===== src/hdl/tec_pkg.sv =====
// Package for the text encoding classifier: widths, class codes, masks and
// the running-state struct shared by the step logic and the top level.
// No dependencies.
`default_nettype none

package tec_pkg;

	localparam int BYTE_W   = 8;
	localparam int CLASS_W  = 2;
	localparam int HEAD_N   = 3;
	localparam int WIN_N    = 4;
	localparam int SEEN_W   = 3;
	localparam int SKIP_W   = 2;

	localparam logic [SEEN_W-1:0] SEEN_MAX = SEEN_W'(5);

	typedef enum logic [CLASS_W-1:0] {
		CLASS_ANSI   = 2'd0,
		CLASS_UTF8   = 2'd1,
		CLASS_UTF16  = 2'd2,
		CLASS_BINARY = 2'd3
	} enc_class_t;

	// Marks and byte classes
	localparam logic [BYTE_W-1:0] BOM16_B0   = 8'hFF;
	localparam logic [BYTE_W-1:0] BOM16_B1   = 8'hFE;
	localparam logic [BYTE_W-1:0] BOM8_B0    = 8'hEF;
	localparam logic [BYTE_W-1:0] BOM8_B1    = 8'hBB;
	localparam logic [BYTE_W-1:0] BOM8_B2    = 8'hBF;
	localparam logic [BYTE_W-1:0] BAD_C0     = 8'hC0;
	localparam logic [BYTE_W-1:0] BAD_C1     = 8'hC1;
	localparam logic [BYTE_W-1:0] BAD_FROM   = 8'hF5;
	localparam logic [BYTE_W-1:0] LEAD2_MASK = 8'hE0;
	localparam logic [BYTE_W-1:0] LEAD2_VAL  = 8'hC0;
	localparam logic [BYTE_W-1:0] LEAD3_MASK = 8'hF0;
	localparam logic [BYTE_W-1:0] LEAD3_VAL  = 8'hE0;
	localparam logic [BYTE_W-1:0] LEAD4_MASK = 8'hF8;
	localparam logic [BYTE_W-1:0] LEAD4_VAL  = 8'hF0;
	localparam logic [BYTE_W-1:0] CONT_MASK  = 8'hC0;
	localparam logic [BYTE_W-1:0] CONT_VAL   = 8'h80;

	typedef struct packed {
		logic [HEAD_N-1:0][BYTE_W-1:0] head_bytes;
		logic [WIN_N-1:0][BYTE_W-1:0]  lookahead_window; // index 0 oldest
		logic [SEEN_W-1:0]             bytes_seen;
		logic                          odd_position;
		logic                          zero_word_found;
		logic                          zero_byte_found;
		logic                          forbidden_byte_found;
		logic                          sequence_error_found;
		logic                          multibyte_found;
		logic [SKIP_W-1:0]             continuations_to_skip;
	} tec_state_t;

endpackage

`default_nettype wire


===== src/hdl/tec_in_if.sv =====
// Input channel of the classifier: one buffer byte and its last marker per beat.
// Depends on tec_pkg.
`default_nettype none

interface tec_in_if import tec_pkg::*; ();
	logic              valid;
	logic              ready;
	logic [BYTE_W-1:0] data_byte;
	logic              final_byte;

	modport source (output valid, output data_byte, output final_byte, input ready);
	modport sink   (input valid, input data_byte, input final_byte, output ready);
endinterface

`default_nettype wire


===== src/hdl/tec_out_if.sv =====
// Result channel of the classifier: one encoding class per beat.
// Depends on tec_pkg.
`default_nettype none

interface tec_out_if import tec_pkg::*; ();
	logic               valid;
	logic               ready;
	logic [CLASS_W-1:0] encoding_class;

	modport source (output valid, output encoding_class, input ready);
	modport sink   (input valid, input encoding_class, output ready);
endinterface

`default_nettype wire


===== src/hdl/tec_step.sv =====
// Per-byte update of the classifier state and the class decision for a last byte.
// Purely combinational; depends on tec_pkg.
`default_nettype none

module tec_step import tec_pkg::*; (
	input  tec_state_t        cur,
	input  logic [BYTE_W-1:0] data_byte,
	output tec_state_t        nxt,
	output enc_class_t        encoding_class
);

	logic [SEEN_W-1:0] seen;
	logic [BYTE_W-1:0] lead;
	logic [1:0]        need;
	logic [WIN_N-1:1]  cont;
	logic              seq_ok;
	logic              bom16;
	logic              bom8;

	always_comb begin
		nxt  = cur;
		seen = (cur.bytes_seen < SEEN_MAX) ? cur.bytes_seen + SEEN_W'(1) : cur.bytes_seen;
		nxt.bytes_seen = seen;

		case (seen)
			SEEN_W'(1): nxt.head_bytes[0] = data_byte;
			SEEN_W'(2): nxt.head_bytes[1] = data_byte;
			SEEN_W'(3): nxt.head_bytes[2] = data_byte;
			default: ;
		endcase

		if (seen >= SEEN_W'(3) && data_byte == '0)
			nxt.zero_byte_found = 1'b1;
		if (seen >= SEEN_W'(3) && !cur.odd_position &&
		    cur.lookahead_window[2] == '0 && cur.lookahead_window[3] == '0)
			nxt.zero_word_found = 1'b1;
		if (data_byte == BAD_C0 || data_byte == BAD_C1 || data_byte >= BAD_FROM)
			nxt.forbidden_byte_found = 1'b1;

		// judge the oldest window byte as a lead byte
		lead = cur.lookahead_window[0];
		if ((lead & LEAD2_MASK) == LEAD2_VAL)
			need = 2'd1;
		else if ((lead & LEAD3_MASK) == LEAD3_VAL)
			need = 2'd2;
		else if ((lead & LEAD4_MASK) == LEAD4_VAL)
			need = 2'd3;
		else
			need = 2'd0;
		for (int k = 1; k < WIN_N; k++)
			cont[k] = (cur.lookahead_window[k] & CONT_MASK) == CONT_VAL;
		case (need)
			2'd1:    seq_ok = cont[1];
			2'd2:    seq_ok = cont[1] & cont[2];
			2'd3:    seq_ok = cont[1] & cont[2] & cont[3];
			default: seq_ok = 1'b1;
		endcase

		if (seen >= SEEN_MAX) begin
			if (cur.continuations_to_skip != '0) begin
				nxt.continuations_to_skip = cur.continuations_to_skip - SKIP_W'(1);
			end else if (need != 2'd0) begin
				if (seq_ok) begin
					nxt.multibyte_found       = 1'b1;
					nxt.continuations_to_skip = need;
				end else begin
					nxt.sequence_error_found = 1'b1;
				end
			end
		end

		nxt.lookahead_window = {data_byte, cur.lookahead_window[WIN_N-1:1]};
		nxt.odd_position     = ~cur.odd_position;

		bom16 = nxt.head_bytes[0] == BOM16_B0 && nxt.head_bytes[1] == BOM16_B1;
		bom8  = nxt.head_bytes[0] == BOM8_B0 && nxt.head_bytes[1] == BOM8_B1 &&
		        nxt.head_bytes[2] == BOM8_B2;

		if (seen < SEEN_W'(2))
			encoding_class = CLASS_ANSI;
		else if (nxt.zero_word_found)
			encoding_class = CLASS_BINARY;
		else if (nxt.zero_byte_found && cur.odd_position)
			encoding_class = CLASS_UTF16;
		else if (bom16)
			encoding_class = CLASS_UTF16;
		else if (seen < SEEN_W'(3))
			encoding_class = CLASS_ANSI;
		else if (bom8)
			encoding_class = CLASS_UTF8;
		else if (nxt.forbidden_byte_found || nxt.sequence_error_found)
			encoding_class = CLASS_ANSI;
		else
			encoding_class = nxt.multibyte_found ? CLASS_UTF8 : CLASS_ANSI;
	end

endmodule

`default_nettype wire


===== src/hdl/text_encoding_classifier.sv =====
// Text encoding classifier top level: input register, state register and
// result register around tec_step. Depends on tec_pkg, tec_in_if, tec_out_if.
//
// Usage:
//   in_ch carries one buffer byte per beat (data_byte) with final_byte set on
//   the last byte of the buffer. Buffers follow one another with no gap.
//   out_ch gives one beat per buffer, encoding_class: 0 ANSI, 1 UTF-8,
//   2 UTF-16LE, 3 binary. Bytes that are not last give no result.
//   Throughput: one byte per cycle, sustained, as long as out_ch is not
//   stalled. The class of a buffer reaches out_ch after its last byte is
//   taken, through the input register and then the result register.
//   Each byte passes one short compare-and-update stage against the running
//   state; the state clears itself after every last byte.
//   When out_ch stalls with a result waiting, the block still takes a byte
//   into its input register; further bytes wait until the result is taken.
//   Reset (arst_n low) clears the running state and drops any held beat.
`default_nettype none

module text_encoding_classifier import tec_pkg::*; (
	input  wire logic  clk,
	input  wire logic  arst_n,
	tec_in_if.sink     in_ch,
	tec_out_if.source  out_ch
);

	logic              valid_s1;
	logic [BYTE_W-1:0] byte_s1;
	logic              last_s1;
	tec_state_t        state_q;
	tec_state_t        state_nxt;
	enc_class_t        cls_nxt;
	logic              out_valid_q;
	enc_class_t        cls_q;
	logic              advance;

	tec_step u_step (
		.cur            (state_q),
		.data_byte      (byte_s1),
		.nxt            (state_nxt),
		.encoding_class (cls_nxt)
	);

	assign advance     = !out_valid_q || out_ch.ready;
	assign in_ch.ready = !valid_s1 || advance;

	always_ff @(posedge clk or negedge arst_n) begin
		if (!arst_n) begin
			valid_s1 <= 1'b0;
		end else if (in_ch.ready) begin
			valid_s1 <= in_ch.valid;
		end
	end

	always_ff @(posedge clk) begin
		if (in_ch.ready && in_ch.valid) begin
			byte_s1 <= in_ch.data_byte;
			last_s1 <= in_ch.final_byte;
		end
	end

	// fold the byte into the state; a last byte returns the state to reset
	always_ff @(posedge clk or negedge arst_n) begin
		if (!arst_n) begin
			state_q <= '0;
		end else if (valid_s1 && advance) begin
			state_q <= last_s1 ? tec_state_t'('0) : state_nxt;
		end
	end

	always_ff @(posedge clk or negedge arst_n) begin
		if (!arst_n) begin
			out_valid_q <= 1'b0;
		end else if (advance) begin
			out_valid_q <= valid_s1 && last_s1;
		end
	end

	always_ff @(posedge clk) begin
		if (advance) begin
			cls_q <= cls_nxt;
		end
	end

	assign out_ch.valid          = out_valid_q;
	assign out_ch.encoding_class = cls_q;

endmodule

`default_nettype wire

===== src/flat_wrapper.sv =====
// flat-port wrapper written by rule: the top's interface ports become plain ports
module text_encoding_classifier_flat import tec_pkg::*;
  (clk, arst_n, in_ch_valid, in_ch_data_byte, in_ch_final_byte, in_ch_ready, out_ch_valid, out_ch_encoding_class, out_ch_ready);
  tec_in_if in_ch_i ();
  tec_out_if out_ch_i ();
  input  wire logic clk;
  input  wire logic arst_n;
  input wire logic [$bits(in_ch_i.valid)-1:0] in_ch_valid;
  input wire logic [$bits(in_ch_i.data_byte)-1:0] in_ch_data_byte;
  input wire logic [$bits(in_ch_i.final_byte)-1:0] in_ch_final_byte;
  output wire logic [$bits(in_ch_i.ready)-1:0] in_ch_ready;
  output wire logic [$bits(out_ch_i.valid)-1:0] out_ch_valid;
  output wire logic [$bits(out_ch_i.encoding_class)-1:0] out_ch_encoding_class;
  input wire logic [$bits(out_ch_i.ready)-1:0] out_ch_ready;
  assign in_ch_i.valid = in_ch_valid;
  assign in_ch_i.data_byte = in_ch_data_byte;
  assign in_ch_i.final_byte = in_ch_final_byte;
  assign in_ch_ready = in_ch_i.ready;
  assign out_ch_valid = out_ch_i.valid;
  assign out_ch_encoding_class = out_ch_i.encoding_class;
  assign out_ch_i.ready = out_ch_ready;
  text_encoding_classifier u_core (.clk(clk), .arst_n(arst_n), .in_ch(in_ch_i), .out_ch(out_ch_i));
endmodule

===== config.mk =====
export PLATFORM = sky130hd
export DESIGN_NAME = text_encoding_classifier_flat
export DESIGN_NICKNAME = d
export VERILOG_FILES = /design/src/hdl/tec_pkg.sv /design/src/hdl/tec_in_if.sv /design/src/hdl/tec_out_if.sv /design/src/hdl/tec_step.sv /design/src/hdl/text_encoding_classifier.sv /design/src/flat_wrapper.sv
export SDC_FILE = /design/constraint.sdc
export NUM_CORES = 1
export LEC_CHECK = 0
export ABC_AREA = 1
export BUFFER_PORTS_ARGS = -buffer_cell sky130_fd_sc_hd__buf_2
export CORE_MARGIN = 2
export CORE_UTILIZATION = 45
export CTS_BUF_LIST = sky130_fd_sc_hd__clkbuf_8
export CTS_CLUSTER_SIZE = 25
export DETAILED_ROUTE_END_ITERATION = 10
export PLACE_DENSITY_LB_ADDON = 0.3
export SKIP_CTS_REPAIR_TIMING = 1
export SLEW_MARGIN = 40
export SYNTH_ARGS = -nofsm -noshare
export SYNTH_HDL_FRONTEND = slang
export SYNTH_HIERARCHICAL = 1
export SYNTH_SLANG_ARGS = --single-unit

===== constraint.sdc =====
create_clock -name clk -period 2.6 [get_ports clk]
set_input_delay 0.52 -clock clk [delete_from_list [all_inputs] [get_ports clk]]
set_output_delay 0.52 -clock clk [all_outputs]
set_load 0.02 [all_outputs]

* After elaboration in Yosys (flattened, before gate mapping)
Index checks and enable logic that the tools add are counted.
** Storage, ports and cells
- Logic and storage cells :: 103
- Register bits after elaboration :: 80
** Operators by class
- Order comparisons :: 6
- Mux-type cells :: 25
- Add/subtract/negate cells :: 2
- Reductions and logical operators :: 28
- Equality and inequality tests :: 19
- Bitwise gates (word level) :: 3
** Operator list (number)
- $mux 67 :: 1
- $eq 8x8->1 const B :: 7
- $logic_not 8->1 :: 3
- $mux 8 :: 3
- $mux 2 :: 8
- $logic_and 1x1->1 :: 11
- $eq 2x2->1 const B :: 5
- $ge 8x8->1 const B :: 1
- $mux 1 :: 8
- $mux 4 :: 2
- $eq 3x2->1 const B :: 2
- $lt 3x2->1 const B :: 2
- $mux 3 :: 2
- $reduce_bool 2->1 :: 3
- $reduce_bool 3->1 :: 2
- $eq 5x5->1 const B :: 1
- $logic_or 1x1->1 :: 5
- $eq 4x4->1 const B :: 1
- $reduce_and 4->1 :: 1
- $add 3x1->3 const B :: 1
- $eq 3x1->1 const B :: 1
- $eq 3x3->1 const B :: 1
- $ge 3x2->1 const B :: 1
- $ge 3x3->1 const B :: 1
- 7 further kinds :: 10

* Longest topological paths before layout
Gate-level depths: netlist (run 1).
- Word-level depth :: 17
- Depth in mapped cells :: 17
- Gate-level depth less buffers :: 16

* Cells and area by module
Netlist (run 1), hierarchy kept.
** By module, submodules not included
- text_encoding_classifier :: area each 3646.0 um^2, sequential area each 2057.0 um^2, instances 1, cells each 454
- tec_step :: area each 1486.4 um^2, sequential area each 0.0 um^2, instances 1, cells each 270

* Worst setup path before layout (run 1)
Ideal clock, no wire load.
- Path kind :: reg2reg
- From :: register u_core/state_q[8] (netlist bit)
- To :: register u_core.cls_q[0], in the netlist u_core/out_ch.encoding_class[0] (data pin)
- Path slack :: 0.589 ns
- Cell stages (with the launch flop) :: 17
- Buffers on the path :: 1
- Data arrival time :: 1.755 ns
- Path through :: dfrtp_1 -> ha_1 -> inv_1 -> nand2_4 -> nor2_8 -> nand2_2 -> buf_6 -> nand2_2 -> nand2_2 -> nor2_2 -> nand2_1 -> nor2_1 -> nand3_1 -> nand2_1 -> nor2_1 -> nand2_1 -> a21oi_2
** On the way
- Word-level cells in the longest chain between the ends :: 12
- Elaborated cells between the ends (all ways) :: 37
** RTL lines
- from (decl) :: line text_encoding_classifier.sv:29 : tec_state_t state_q;
- from (signal assigned) :: line text_encoding_classifier.sv:66 : state_q <= last_s1 ? tec_state_t'('0) : state_nxt;
- $add 3x1->3 / $lt 3x3->1 (equally long branches) :: line tec_step.sv:22 : seen = (cur.bytes_seen < SEEN_MAX) ? cur.bytes_seen + SEEN_W'(1) : cur.bytes_seen;
- $mux 3 * :: line tec_step.sv:22
- $eq 3x1->1 / $eq 3x2->1 (equally long branches) :: line tec_step.sv:25 : case (seen)
- $mux 8 :: line tec_step.sv:25
- $eq 8x8->1 :: line tec_step.sv:76 : bom8 = nxt.head_bytes[0] == BOM8_B0 && nxt.head_bytes[1] == BOM8_B1 &&
- $logic_and 1x1->1 (2 in series) :: line tec_step.sv:76
- $mux 1 :: line tec_step.sv:89 : else if (bom8)
- $mux 1 :: line tec_step.sv:87 : else if (seen < SEEN_W'(3))
- $mux 2 :: line tec_step.sv:85 : else if (bom16)
- $mux 2 :: line tec_step.sv:83 : else if (nxt.zero_byte_found && cur.odd_position)
- $mux 2 :: line tec_step.sv:81 : else if (nxt.zero_word_found)
- to (signal assigned) :: line text_encoding_classifier.sv:80 : cls_q <= cls_nxt;
- to (decl) :: line text_encoding_classifier.sv:33 : enc_class_t cls_q;
Mark *: on every way between the ends. The rest lies on a longest branch, timed or not. The select of a mux whose other input is x is not followed.
A chain may end at the register's enable or synchronous reset.

==> results_dict.tcl, run 1 <==
set metrics [dict create \
    status "finished, final reports clean" \
    period_share 0.8995 \
    antenna_left 0 \
    cts_root_buffer "clkbuf_8" \
    cts_tree "built" \
    critical_path.max_fanout 23 \
    finalHoldViolations 0 \
    setup_viol 0 \
    antennaDiodeCount 0 \
    dieWidth_um 107.5 \
    whs_ns 0.1649 \
    path_clk_slew_ns 0.08 \
    slew_headroom 0.5508 \
    critPathMaxStageDelay_ns 0.44 \
    grt_max_degree 65 \
    drive_above_1_share 0.1115 \
    mappedNetlistArea_um2 4817 \
    die_h_um 107.5 \
    cp-end-kind "flip-flop" \
    p_per_area_nw_per_um2 779.6 \
    drt_iter0_markers 266 \
    fin_nets 665 \
    vias 3829 \
    portBuffers 16 \
    drc 0 \
    ir_drop_v 0.0004378 \
    place_inst 776 \
    min_period_ns 2.339 \
    fmax_ghz 0.4276 \
    yosysWarnings 6 \
    dp_hpwl_mm 6.389 \
    wirelength_mm 9.804 \
    fin_skew_ns 0.008107 \
    gr-total-overflow 0 \
    hp-class "in2async" \
    fin_cells 791 \
    grt_pass1_wl_mm 17.39 \
    clock_latency_ns 0.36 \
    crit_path_top_delay_cell "dfrtp_1" \
    ios 17 \
    avgViaCountPerCell 4.841 \
    worstPathBufferInverterCount 0 \
    place.gp.congestion 0.8714 \
    nFillCells 1083 \
    cts.sinks 74 \
    setup.worst_path.start_class "flip-flop" \
    arrival_ns 2.46 \
    cts_buffers 9 \
    worst_slew_pin_slew_ns 0.6738 \
    antenna_found_initial 0 \
    ff_latch_area_um2 1908 \
    die-area_um2 11550 \
    first_global_vias 3769 \
    multi_input_area_um2 1996 \
    worstSetupStartpoint "u_core/state_q[9]" \
    r2r-start "u_core/state_q[9]" \
    synth_cells 682 \
    drv_cap 0 \
    critPathTopFamily "simple AND/OR/NAND/NOR gates" \
    grt.total_usage 0.1898 \
    power_w 0.003739 \
    tns_ns 0 \
    slew_viol_final 0 \
    wl_per_cell_um 12.39 \
    rsz0062_at_grt "false" \
    h-tree-depth 3 \
    crit_top_cell "nand2_1" \
    rows 37 \
    syn_avg_cell_area_um2 7.063 \
    clockBufferDepth 2 \
    final_util 0.4625 \
    core_um2 10370 \
    cp_data_required_time_ns 2.72 \
    path_cells "ha_1 -> nand2_2 -> nand2_4 -> nand2_2 -> nand2_1 -> nand2_1 -> nor2_1 -> nand2_1 -> nor2_1 -> nand3_1 -> nand2_1 -> nor2_1 -> nand2_1 -> a21oi_2" \
    initial_core_util 0.4645 \
    dr.pass1.iters 4 \
    crit_type "reg2reg" \
    area_delta_synth_final_pct -0.4416 \
    syn_nets 696 \
    p_leak_nw 2.577 \
]
[final timing paths]
path                       slack, ns  cells after the start                         endpoint
max                             0.26                     14  u_core/out_ch.encoding_class[0]
min                             0.16                      1               u_core/state_q[35]
max reg2reg                     0.26                     14  u_core/out_ch.encoding_class[0]
min reg2reg                     0.47                      2                u_core/state_q[2]
max in group asynchronous       1.83                      2               u_core/state_q[59]
min in group clk                0.33                      1                u_core/byte_s1[5]
[metal layers]
layer / track usage / vias up / wire (um)
met5: 0 / - / 0
met4: 0.09249 / 0 / 214
met3: 0.02603 / 14 / 359
met2: 0.3106 / 71 / 4590
met1: 0.2475 / 1753 / 4640
li1: - / 1991 / -
[cells in the final DEF, fill, tap and decap left out, drive strengths merged, types with 2 or more instances in the layout]
cell      n
a21oi     2
buf      22
clkbuf   10
clkinv    3
dfrtp    63
edfxtp   11
inv     112
nand2   223
nand3    79
nand3b    3
nand4    21
nor2     85
nor3      4
nor4      3
o211ai    2
o21ai     6
[worst reg2reg max path, delay by kind of cell, from the launching register on]
| kind | cells | cell delay [ns] |
|---|---|---|
| flops | 1 | 0.44 |
| fa+ha+maj | 1 | 0.33 |
| simple gates | 12 | 1.28 |
| compound gates | 1 | 0.05 |
[metrics by stage]
stage | instance area (um2) | setup slack (ns)
floorplan | 4817 | 0.5894
global route | 4796 | 0.03849
detailed placement | 4633 | 0.2742
finish | 4796 | 0.2612
CTS | 4796 | 0.2658
global placement | 4633 | 0.3566
[cell type report]
class,count,area share
multi-input cells,433,0.4161
clock buffers,10,0.02870
clock inverters,5,0.005218
repair buffers,22,0.02870
inverters,111,0.08792
flip-flops and latches,74,0.3979
well taps,136,0.03548
[registers in the layout, summed over array words and instances, names as in the netlist]
register	cells
u_core/out_ch.encoding_class	2
u_core/out_ch.valid	1
u_core/last_s1	1
u_core/valid_s1	1
u_core/byte_s1	8
u_core/state_q	61
[power breakdown]
part	internal, W	leakage, nW	total (W)	switching [W]
logic	0.000442	1.53	0.00142	0.000975
registers	0.00137	0.960	0.00154	0.000170
clock network	0.000357	0.0905	0.000781	0.000424
total	0.00217	2.58	0.00374	0.00157
No activity file was read; power rests on OpenSTA's default activity.
==> run 2, diff against run 1 <==
--- a/config.mk
+++ b/config.mk
@@ -7,7 +7,6 @@
 export LEC_CHECK = 0
 export ABC_AREA = 1
 export BUFFER_PORTS_ARGS = -buffer_cell sky130_fd_sc_hd__buf_2
-export CORE_MARGIN = 2
 export CORE_UTILIZATION = 45
 export CTS_BUF_LIST = sky130_fd_sc_hd__clkbuf_8
 export CTS_CLUSTER_SIZE = 25
==> results_dict.tcl, run 2 (synthesized netlist as in run 1, its figures left out) <==
set metrics [dict create \
    die_h_um 105.5 \
    gr-total-overflow 0 \
    antenna_left 0 \
    avgViaCountPerCell 4.894 \
    setup_viol 0 \
    vias 3876 \
    grt.total_usage 0.1952 \
    slew_headroom 0.5569 \
    critical_path.max_fanout 23 \
    period_share 0.9011 \
    initial_core_util 0.4645 \
    core_um2 10370 \
    cp-end-kind "flip-flop" \
    p_per_area_nw_per_um2 781.3 \
    clock_latency_ns 0.36 \
    arrival_ns 2.47 \
    top_register "u_core/state_q" \
    grt_max_degree 62 \
    drv_cap 0 \
    worstSetupStartpoint "u_core/state_q[9]" \
    tns_ns 0 \
    nFillCells 1062 \
    path_clk_slew_ns 0.08 \
    cp-endpoint "u_core/out_ch.encoding_class[0]" \
    worst_slew_pin_slew_ns 0.6647 \
    final_cell_mix "199 x nand2_1, 110 x inv_1, 82 x nor2_1" \
    crit_type "reg2reg" \
    p_leak_nw 2.585 \
    antenna_found_initial 0 \
    reg2reg_setup_slack_ns 0.26 \
    place.gp.congestion 0.8585 \
    min_period_ns 2.343 \
    crit_top_cell "nand2_1" \
    dp_hpwl_mm 6.463 \
    fin_nets 665 \
    cp_data_required_time_ns 2.72 \
    portBuffers 16 \
    r2r-start "u_core/state_q[9]" \
    worstPathBufferInverterCount 0 \
    ir_drop_v 0.0004334 \
    path_cells "ha_1 -> nand2_2 -> nand2_4 -> nand2_2 -> nand2_2 -> nand2_1 -> nor2_1 -> nand2_1 -> nor2_1 -> nand3_1 -> nand2_1 -> nor2_1 -> nand2_1 -> a21oi_2" \
    fin_skew_ns 0.008078 \
    drive_above_1_share 0.1113 \
    power_w 0.003757 \
    cts.sinks 74 \
    first_global_vias 3705 \
    slew_viol_final 0 \
    dr.pass1.iters 4 \
    h-tree-depth 3 \
    rows 37 \
    critPathTopFamily "simple AND/OR/NAND/NOR gates" \
    rr_worst_depth 14 \
    antennaDiodeCount 0 \
    drc 0 \
    rsz0062_at_grt "false" \
    largest_register_ffs 61 \
    drt_iter0_markers 210 \
    finalHoldViolations 0 \
    cts_root_buffer "clkbuf_8" \
    critPathMaxStageDelay_ns 0.44 \
    wl_per_cell_um 12.34 \
    cp.depth 14 \
    fmax_ghz 0.4268 \
    hp-class "in2async" \
    ios 17 \
    final_common_cell "nand2_1" \
    setup.worst_path.start_class "flip-flop" \
    status "finished, final reports clean" \
    crit_path_top_delay_cell "dfrtp_1" \
    dieWidth_um 105.5 \
    clockBufferDepth 2 \
    wirelength_mm 9.776 \
    cts_buffers 9 \
    die-area_um2 11120 \
    grt_pass1_wl_mm 17.32 \
    area_delta_synth_final_pct -0.1819 \
    cts_tree "built" \
    r2r_end "u_core/out_ch.encoding_class[0]" \
]
==> run 2: changes by cell type in the layout (fill, tap and decap cells not counted) <==
| cell | change |
|---|---|
| clkbuf_8 | +1 |
| clkinv_2 | -1 |
| inv_1 | +1 |
==> run 2: worst min path at each step <==
stage,from,depth (start not counted),end
6_report,arst_n,2,u_core/state_q[39]
5_1_grt,arst_n,2,u_core/state_q[48]
4_1_cts,arst_n,2,u_core/state_q[50]
3_5_place_dp,u_core/state_q[24],2,u_core/state_q[24]
3_3_place_gp,u_core/state_q[5],2,u_core/state_q[5]
2_1_floorplan,arst_n,0,u_core/out_ch.valid
==> run 2: report_power, final <==
| part | switching, W | internal [W] |
|---|---|---|
| combinational | 0.000973 | 0.000442 |
| clock | 0.000424 | 0.000387 |
| sequential | 0.000160 | 0.00137 |
| total | 0.00156 | 0.00220 |
==> run 2: area by class of cell <==
type,instances,area (um2),area share
multi-input combinational,433,1996,0.4150
clock inverter,5,23.77,0.004944
inverter,111,421.7,0.08769
tap,136,170.2,0.03539
sequential,74,1908,0.3968
clock buffer,11,151.4,0.03149
timing repair buffer,22,137.6,0.02862
==> run 2: metal layers <==
layer  share of wire  GRT usage  wire [um]  vias up
met2            0.46     0.3191       4518       54
met4           0.017    0.06036        170        0
met5               0          0          0        -
li1                -          -          -     1990
met3           0.039    0.04391        381       14
met1            0.48     0.2572       4707     1818
==> run 2: worst register-to-register path, delay by kind of cell, from the launching register on <==
family                     cells  cell delay [ns]
DFF                            1             0.44
adders and majority gates      1             0.32
AOI/OAI and AO/OA              1             0.05
and+or+nand+nor               12             1.30
==> run 2: per-stage QoR <==
| step | setup WS (ns) | hold WS [ns] | utilization | area, um2 | instances |
|---|---|---|---|---|---|
| after floorplan | 0.5894 | 0.2244 | - | 4817 | 682 |
| after global placement | 0.3717 | 0.4536 | 0.4468 | 4633 | 776 |
| after detailed placement | 0.2686 | 0.4590 | 0.4468 | 4633 | 776 |
| after CTS | 0.2535 | 0.1737 | 0.4637 | 4808 | 792 |
| after global routing | 0.001184 | 0.2044 | 0.4637 | 4808 | 792 |
| final | 0.2572 | 0.1728 | 0.4637 | 4808 | 792 |
